[config.mk]
export PLATFORM = sky130hd
export DESIGN_NAME = isb_drain
export DESIGN_NICKNAME = d
export VERILOG_FILES = /design/src/rtl/isb_pkg.sv /design/src/rtl/isb_drain.sv
export SDC_FILE = /design/constraint.sdc
export NUM_CORES = 1
export LEC_CHECK = 0
export BUFFER_PORTS_ARGS = -buffer_cell sky130_fd_sc_hd__buf_2
export CAP_MARGIN = 10
export CORE_AREA = 4 4 240 242
export DETAILED_ROUTE_END_ITERATION = 7
export DIE_AREA = 0 0 244 246
export PLACE_DENSITY = 0.63
export SYNTH_ARGS = -nofsm -noshare
export SYNTH_HDL_FRONTEND = slang
export SYNTH_SLANG_ARGS = --single-unit
[constraint.sdc]
create_clock -name vclk -period 39.2
set_input_delay 3.92 -clock vclk [all_inputs]
set_output_delay 3.92 -clock vclk [all_outputs]
set_load 0.01 [all_outputs]
[src/rtl/isb_pkg.sv]
`timescale 1ns / 1ps

package isb_pkg;

   // field widths
   localparam int OP_W      = 4;
   localparam int REG_W     = 4;
   localparam int LIMB_W    = 9;
   localparam int CFG_W     = 8;
   localparam int CFG_IDX_W = 3;
   localparam int CNT_W     = 24;

   // defaults for the top level parameters
   localparam int NUM_REGS_DEF   = 16;
   localparam int CTRL_DELAY_DEF = 1;
   localparam int MAX_LIMBS_DEF  = 256;

   typedef logic [CNT_W-1:0] cnt_type;
   localparam cnt_type CNT_MAX = '1;

   // opcodes
   localparam logic [OP_W-1:0] OP_LOAD_A  = 4'd1;
   localparam logic [OP_W-1:0] OP_LOAD_B  = 4'd2;
   localparam logic [OP_W-1:0] OP_LOAD_AB = 4'd3;
   localparam logic [OP_W-1:0] OP_UNLOAD  = 4'd4;
   localparam logic [OP_W-1:0] OP_MULT    = 4'd8;
   localparam logic [OP_W-1:0] OP_ADD     = 4'd9;
   localparam logic [OP_W-1:0] OP_SUB     = 4'd10;

   // control register indexes
   localparam logic [CFG_IDX_W-1:0] CFG_LD_SETUP  = 3'd0;
   localparam logic [CFG_IDX_W-1:0] CFG_LD_HOLD   = 3'd1;
   localparam logic [CFG_IDX_W-1:0] CFG_UL_SETUP  = 3'd2;
   localparam logic [CFG_IDX_W-1:0] CFG_UL_HOLD   = 3'd3;
   localparam logic [CFG_IDX_W-1:0] CFG_MUL_SETUP = 3'd4;
   localparam logic [CFG_IDX_W-1:0] CFG_MUL_DRAIN = 3'd5;
   localparam logic [CFG_IDX_W-1:0] CFG_AS_SETUP  = 3'd6;
   localparam logic [CFG_IDX_W-1:0] CFG_AS_DRAIN  = 3'd7;

   // shared resource counters
   localparam int U_ROUTE0     = 0;
   localparam int U_ROUTE1     = 1;
   localparam int U_DMA_ADDSUB = 2;
   localparam int U_DMA_MULT   = 3;
   localparam int U_DMA_UNLOAD = 4;
   localparam int U_ADDER      = 5;
   localparam int U_MULT       = 6;
   localparam int U_PORT_A     = 7;
   localparam int U_PORT_B     = 8;
   localparam int NUM_UNITS    = 9;

   typedef struct packed {
      logic [OP_W-1:0]   op_code;
      logic [REG_W-1:0]  first_reg;
      logic [LIMB_W-1:0] first_limbs;
      logic [REG_W-1:0]  second_reg;
      logic [LIMB_W-1:0] second_limbs;
      logic [REG_W-1:0]  dest_reg;
   } isb_cmd_type;

   typedef struct packed {
      logic [CFG_W-1:0] ld_setup;
      logic [CFG_W-1:0] ld_hold;
      logic [CFG_W-1:0] ul_setup;
      logic [CFG_W-1:0] ul_hold;
      logic [CFG_W-1:0] mul_setup;
      logic [CFG_W-1:0] mul_drain;
      logic [CFG_W-1:0] as_setup;
      logic [CFG_W-1:0] as_drain;
   } isb_cfg_type;

   function automatic cnt_type cnt_sat_add(input cnt_type a, input cnt_type b);
      logic [CNT_W:0] s;
      s = {1'b0, a} + {1'b0, b};
      return s[CNT_W] ? CNT_MAX : s[CNT_W-1:0];
   endfunction

   function automatic cnt_type cnt_drop(input cnt_type x, input cnt_type t);
      return (x > t) ? (x - t) : '0;
   endfunction

   function automatic cnt_type cnt_max(input cnt_type a, input cnt_type b);
      return (a > b) ? a : b;
   endfunction

endpackage

[src/rtl/isb_drain.sv]
`timescale 1ns / 1ps

module isb_drain #(
   parameter int NUM_REGS = isb_pkg::NUM_REGS_DEF
) (
   input  isb_pkg::cnt_type reg_busy [NUM_REGS],
   input  isb_pkg::cnt_type unit_busy [isb_pkg::NUM_UNITS],
   output isb_pkg::cnt_type drain_cycles
);
   import isb_pkg::*;

   localparam int NUM_LEAF = NUM_REGS + NUM_UNITS;
   localparam int LEAVES   = 1 << $clog2(NUM_LEAF);

   // heap ordered max tree, node k has children 2k+1 and 2k+2
   cnt_type node [2*LEAVES-1];

   for (genvar j = 0; j < LEAVES; j++) begin : g_leaf
      if (j < NUM_REGS) begin : g_reg
         assign node[LEAVES-1+j] = reg_busy[j];
      end else if (j < NUM_LEAF) begin : g_unit
         assign node[LEAVES-1+j] = unit_busy[j-NUM_REGS];
      end else begin : g_pad
         assign node[LEAVES-1+j] = '0;
      end
   end

   for (genvar k = 0; k < LEAVES-1; k++) begin : g_node
      assign node[k] = cnt_max(node[2*k+1], node[2*k+2]);
   end

   assign drain_cycles = node[0];

endmodule

==> metrics.md, run 1 <==
| Metric | Value |
|---|---|
| Status | completed |
| Slowest stage delay, CP | between 0.9 and 1 ns |
| P_leak | between 10 and 15 nW |
| DRC | 0 |
| Fin. max-slew vios | 0 |
| Synthesized cell area | about 21,000 sq um |
| Via/cell ratio | 5.28 |
| FILL cells | 5,797 |
| Final setup fails | 0 |
| Final ANT Viol Nets | 0 |
| FF+latch count | 0 |
| Most frequent cells after synthesis | 568 x ha_1, 512 x inv_1, 300 x a21oi_1, 267 x mux2i_1, 230 x nor2_1 |
| Synth area leaders | ha_1 34%, mux2i_1 13%, inv_1 9.2% |
| Final std cells w/o fill | 4,197 |
| Largest net degree at the start of global routing | 37 |
| Initial Util | 37.7% |
| Critical path's slowest cell | a31o_2 |
| Critical path class | in -> out |
| Remaining global-route overflow | 0 |
| Layout area overhead | 19.4% |
| Crit end category | output port |
| DRT iter0 DRCs | around 1,100 |
| Crit start category | input pin |
| Synth warn | 0 |
| CLK BUF | 0 |
| Main combinational cell family by area after synthesis | adder cells |
| Post-Synth XOR/XNOR Area | less than 1% |
| First-pass GRT wire length | around 120 mm |
| Share of cells above drive strength 1 | a little under a quarter |
| I/O Pins | between 600 and 700 |
| Simple-Gate Fraction of Synth Area | 15.2% |
| Vias in the first global route | between 20,000 and 25,000 |
| Compound-Gate Fraction of Synth Area | 20.8% |
| Power Density | approximately 52 nW/um^2 |
| Drt wl/cell | 19.4 um |
| Initial antenna violation count | 14 |
| Fmax achieved | about 44 MHz |
| Die H | roughly 250 um |
| Setup TNS | 0 ns |
| Peak VDD IR | just under 0.08 mV |
| Synth cell types | slightly above 70 |
| Hold-fix buffers, CTS | 0 |
| Final worst path period need | approximately 23 ns |
| Die X | 244 um |
| Post-layout net count | 4,610 |
| Hold Path Class | in -> out |
| HPWL after DPL | approximately 75 mm |
| Area share of fa/ha/maj cells after synthesis | about 34% |
| First-pass detailed-route iteration total | 5 |
| Fin worst setup slack | approximately 16 ns |
| Via count | 22,159 |
| Fin crit share | roughly three fifths |
| Footprint of the multi-input gates | approximately 19,000 sq um |
| Critical Path RT | about 35 ns |
| Cells after Synth | approximately 2,900 |
| WP data arrival | 18.94 ns |
| Inst Count DP | ~4,200 |
| Reg area | 0 sq um |
| Syn Nets | approximately 4,000 |
| Largest area contributor in the netlist | ha_1 |
| Final Hold Fails | 0 |
| DP Worst Slack | 16.34 ns |
| Placer Congestion | between 0.9 and 1 |
| Rel. slew slack | 16.5% |
| Routed WL | between 80 and 90 mm |
| Die Area | roughly 60,000 sq um |
| Critical path peak fanout | 27 |
| Slew at the pin closest to its max-slew limit | approximately 1.3 ns |
| Row count | between 80 and 90 |
| Core region area | around 55,000 sq um |
| Sequential-to-total area share from yosys stat | 0% |
| Most common cell in the netlist | ha_1 |
| GR Util All Layers | around a quarter |
| Yosys top cell area share | between 30% and 40% |
| Unrepaired setup endpoints after global routing | false |
| Post-CTS setup buffers | 0 |
| Buffers on Ports | about 620 |
| Avg Cell Area, Syn | about 7.2 sq um |
| Mux share of post-synthesis cell area | between 10% and 20% |
| Maximum capacitance violations | 0 |
| Cts repair resizes | 0 |
[routing by layer]
metal	share of wire [%]	wire length, um	global-route usage, %	vias up
li1	-	-	-	11414
met1	45	36500	32.5	10111
met2	48	39400	46.0	557
met3	4.6	3750	2.38	69
met4	1.9	1540	4.07	8
met5	0.059	48	0	-
[area by class of cell]
class	instances	share of cell area (%)
multi-input cells	2284	75.2
diodes	9	0.0907
repair buffers	644	13.2
inverters	512	7.74
well taps	748	3.77
[report_power, final]
part	switching (mW)	internal, mW
logic	0.777	0.520
registers	0	0
clock network	0	0.0000000308
[cells by family after synthesis]
family	Yosys count
multiplexers	380
buffers and inverters	585
adder cells (fa/ha/maj)	569
AO/OA/AOI/OAI	700
XOR/XNOR	4
AND/OR/NAND/NOR	631
[placed cells by master (no fill, tap or decap), types with 36 or more instances in the layout]
cell,n
nor2_1,229
o21a_1,40
mux2_2,111
nand2_1,82
ha_1,568
buf_2,624
mux2i_1,267
nor2b_1,63
nand4_1,123
a21o_1,132
o21ai_0,115
inv_1,512
a21oi_1,296
nand2b_1,36
[final timing paths]
check / start / end / cells after the start
max: unit_busy[25] / drain_cycles[2] / 67
min: unit_busy[17] / drain_cycles[17] / 4
[critical path: cells and delay by family]
kind / cells / cell delay [ns]
muxes: 5 / 2.16
buffers and inverters: 6 / 1.00
and+or+nand+nor: 15 / 1.97
AOI/OAI and AO/OA: 36 / 8.28
adders and majority gates: 5 / 1.58
[per-stage QoR]
step | cell area (sq um) | total power [mW] | hold WS (ns) | utilization (%)
3_3_place_gp | 24800 | 1.30 | 8.37 | 45.0
3_5_place_dp | 24800 | 1.30 | 8.37 | 45.0
5_1_grt | 24800 | 1.44 | 8.40 | 45.1
4_1_cts | 24800 | 1.31 | 8.38 | 45.0
6_report | 24800 | 1.30 | 8.37 | 45.1
2_1_floorplan | 20800 | 0.854 | 8.12 | -
No activity file was read; power rests on OpenSTA's default activity.
==> run 2: changes to the inputs <==
ABC_AREA = 1   (was not set)
CORE_AREA = 4 4 238 240   (was 4 4 240 242)
DIE_AREA = 0 0 242 244   (was 0 0 244 246)
PLACE_DENSITY = 0.66   (was 0.63)
clock period = 20.1 ns   (was 39.2 ns; I/O delays follow)
==> run 2 against run 1 <==
  * Combinational power grew to 2.6 times the previous value
  * Routed wire length shrank 2.0%
  * Worst setup slack lost 12 ns
  * Largest cell class unchanged
  * Total power grew to 2.6 times the previous value
==> metrics.md, run 2 <==
| Metric | Value |
|---|---|
| WHS | 4.51 ns (was 8.37 ns) |
| HPWL after DPL | 73.1 mm (was 75.1 mm) |
| Routed WL | 79.6 mm (was 81.3 mm) |
| Via count | 24,535 (was 22,159) |
| Share of cells above drive strength 1 | 17.2% (was 22.9%) |
| Final std cells w/o fill | 4,751 (was 4,197) |
| Remaining global-route overflow | 0 (unchanged) |
| CLK BUF | 0 (unchanged) |
| Cts repair resizes | 0 (unchanged) |
| GR Util All Layers | 25.2% (was 25.1%) |
| Worst Setup SP | unit_busy[41] (was unit_busy[25]) |
| Synth area leaders | ha_1 35%, nand2_1 16%, inv_1 9.3% (was ha_1 34%, mux2i_1 13%, inv_1 9.2%) |
| Cells after Synth | 3,524 (was 2,869) |
| P_leak | 14.2 nW (was 14.8 nW) |
| Slew at the pin closest to its max-slew limit | 1.04 ns (was 1.25 ns) |
| WP data arrival | 14.06 ns (was 18.94 ns) |
| Setup TNS | 0 ns (unchanged) |
| Critical path's slowest cell | inv_1 (was a31o_2) |
| Met3 WL | 4.25 mm (was 3.75 mm) |
| Die X | 242 um (was 244 um) |
| Yosys top cell area share | 34.8% (was 34.2%) |
| Buffers on Ports | 624 (unchanged) |
| Inst Count DP | 4,749 (was 4,188) |
| Placer Congestion | 0.968 (was 0.942) |
| FF+latch count | 0 (unchanged) |
| Fin crit share | 79.9% |
| Maximum capacitance violations | 0 (unchanged) |
| I/O Pins | 624 (unchanged) |
| Reg area | 0 sq um (unchanged) |
| Core region area | 54,700 sq um (was 55,100 sq um) |
| Critical Path RT | 18.09 ns (was 35.28 ns) |
| CP top delay family | simple AND/OR/NAND/NOR gates (was compound AO/OA/AOI/OAI gates) |
| Synthesized cell area | 20,400 sq um (was 20,800 sq um) |
| Sequential-to-total area share from yosys stat | 0% (unchanged) |
| Post-CTS setup buffers | 0 (unchanged) |
| Initial Util | 37.4% (was 37.7%) |
| Syn Nets | 4,692 (was 4,037) |
| Most common cell in the netlist | nand2_1 (was ha_1) |
| Commonest cells after routing, fill and taps aside | 853 x nand2_1, 624 x buf_2, 568 x ha_1, 504 x inv_1, 371 x o21ai_0 (was 624 x buf_2, 568 x ha_1, 512 x inv_1, 296 x a21oi_1, 267 x mux2i_1) |
| Vias in the first global route | 22,747 (was 21,195) |
| Crit end category | output port (unchanged) |
| Final ANT Viol Nets | 0 (unchanged) |
| Met2 WL | 37.5 mm (was 39.4 mm) |
| Drt wl/cell | 16.8 um (was 19.4 um) |
| FILL cells | 6,072 (was 5,797) |
| Critical path peak fanout | 42 (was 27) |
| DR top layer | met5 (unchanged) |
| Final worst path period need | between 15 and 20 ns |
| Unrepaired setup endpoints after global routing | false (unchanged) |
| First-pass GRT wire length | 121 mm (was 120 mm) |
| Status | completed (unchanged) |
| Most frequent cells after synthesis | 853 x nand2_1, 568 x ha_1, 504 x inv_1, 371 x o21ai_0, 350 x a21oi_1 (was 568 x ha_1, 512 x inv_1, 300 x a21oi_1, 267 x mux2i_1, 230 x nor2_1) |
| Routed met1 length | 36.0 mm (was 36.5 mm) |
| Largest area contributor in the netlist | ha_1 (unchanged) |
| Slowest stage delay, CP | 0.78 ns (was 0.97 ns) |
| Final Hold Fails | 0 (unchanged) |
| Crit start category | input pin (unchanged) |
| Avg Cell Area, Syn | 5.80 sq um (was 7.25 sq um) |
| Post-layout net count | 5,215 (was 4,610) |
| Most common cell after layout, fill and taps aside | nand2_1 (was buf_2) |
| Rel. slew slack | 30.7% (was 16.5%) |
| Most used cell, CP | nand2_1 |
| Hold Path Class | in -> out (unchanged) |
| Critical hold path startpoint | unit_busy[23] (was unit_busy[17]) |
| Row count | 86 (unchanged) |
| First-pass detailed-route iteration total | 6 (was 5) |
| Initial antenna violation count | 6 (was 14) |
| Die Area | 59,000 sq um (was 60,000 sq um) |
| Peak VDD IR | 0.208 mV (was 0.0783 mV) |
| Hold-fix buffers, CTS | 0 (unchanged) |
| Layout area overhead | 18.0% (was 19.4%) |
| DRC | 0 (unchanged) |
| Largest net degree at the start of global routing | 49 (was 37) |
| Synth cell types | 55 (was 72) |
| Fin. max-slew vios | 0 (unchanged) |
| Synth warn | 0 (unchanged) |
| Worst path bufs/invs | 8 (was 6) |
| Critical path class | in -> out (unchanged) |
| Final setup fails | 0 (unchanged) |
| Die H | 244 um (was 246 um) |
| Fmax achieved | 62.2 MHz |
| Power Density | 138 nW/um^2 (was 52.2 nW/um^2) |
| DRT iter0 DRCs | 1,371 (was 1,127) |
| Via/cell ratio | 5.16 (was 5.28) |
[run 2: cell count changes in the layout (fill, tap and decap cells not counted), sizes merged, moves of 17 or more]
| cell | before | now |
|---|---|---|
| and2 | 4 | 25 |
| nor2b | 63 | 0 |
| a21oi | 300 | 350 |
| o21a | 40 | 15 |
| mux2 | 112 | 0 |
| nand2b | 36 | 0 |
| mux2i | 268 | 0 |
| nand3 | 34 | 212 |
| nand2 | 82 | 876 |
| o21ai | 118 | 374 |
| nor2 | 230 | 247 |
| a21o | 132 | 8 |
| nor3 | 14 | 33 |
| nand4 | 123 | 59 |
[run 2: kinds of logic after synthesis]
kind of cell | count (synthesis) | share of synthesized area, %
buffers and inverters | 625 | 11.8
adders and majority gates | 568 | 34.8
AOI/OAI and AO/OA | 852 | 22.7
and+or+nand+nor | 1479 | 30.8
[run 2: final timing paths]
| kind | depth (start not counted) | to | slack (ns) |
|---|---|---|---|
| setup / recovery | 57 | drain_cycles[0] | 4.03 |
| hold / removal | 6 | drain_cycles[23] | 4.51 |
[run 2: final cells by class]
cell class | count | area [sq um] | share of cell area, %
well taps | 704 | 881 | 3.65
diodes | 2 | 5.00 | 0.0208
inverters | 505 | 1900 | 7.86
repair buffers | 641 | 3250 | 13.5
multi-input cells | 2899 | 18100 | 75.0
[run 2: layer usage]
layer / track usage, % / vias to the layer above
met4: 4.97 / 6
met1: 33.2 / 10742
met5: 0 / -
met3: 2.43 / 82
met2: 44.8 / 698
li1: - / 13007
[run 2: per-stage QoR]
stage	instance area (sq um)	total power [mW]	setup WS [ns]	utilization (%)
floorplan	20400	2.16	7.01	-
global placement	24100	3.31	4.16	44.1
detailed placement	24100	3.32	4.19	44.1
CTS	24100	3.33	4.16	44.1
global route	24100	3.74	2.69	44.1
finish	24100	3.32	4.03	44.1
[run 2: report_power, final]
group	leakage (nW)	switching [mW]	internal (mW)
clock	0.0000127	0	0.0000000133
combinational	14.2	2.22	1.11
sequential	0	0	0
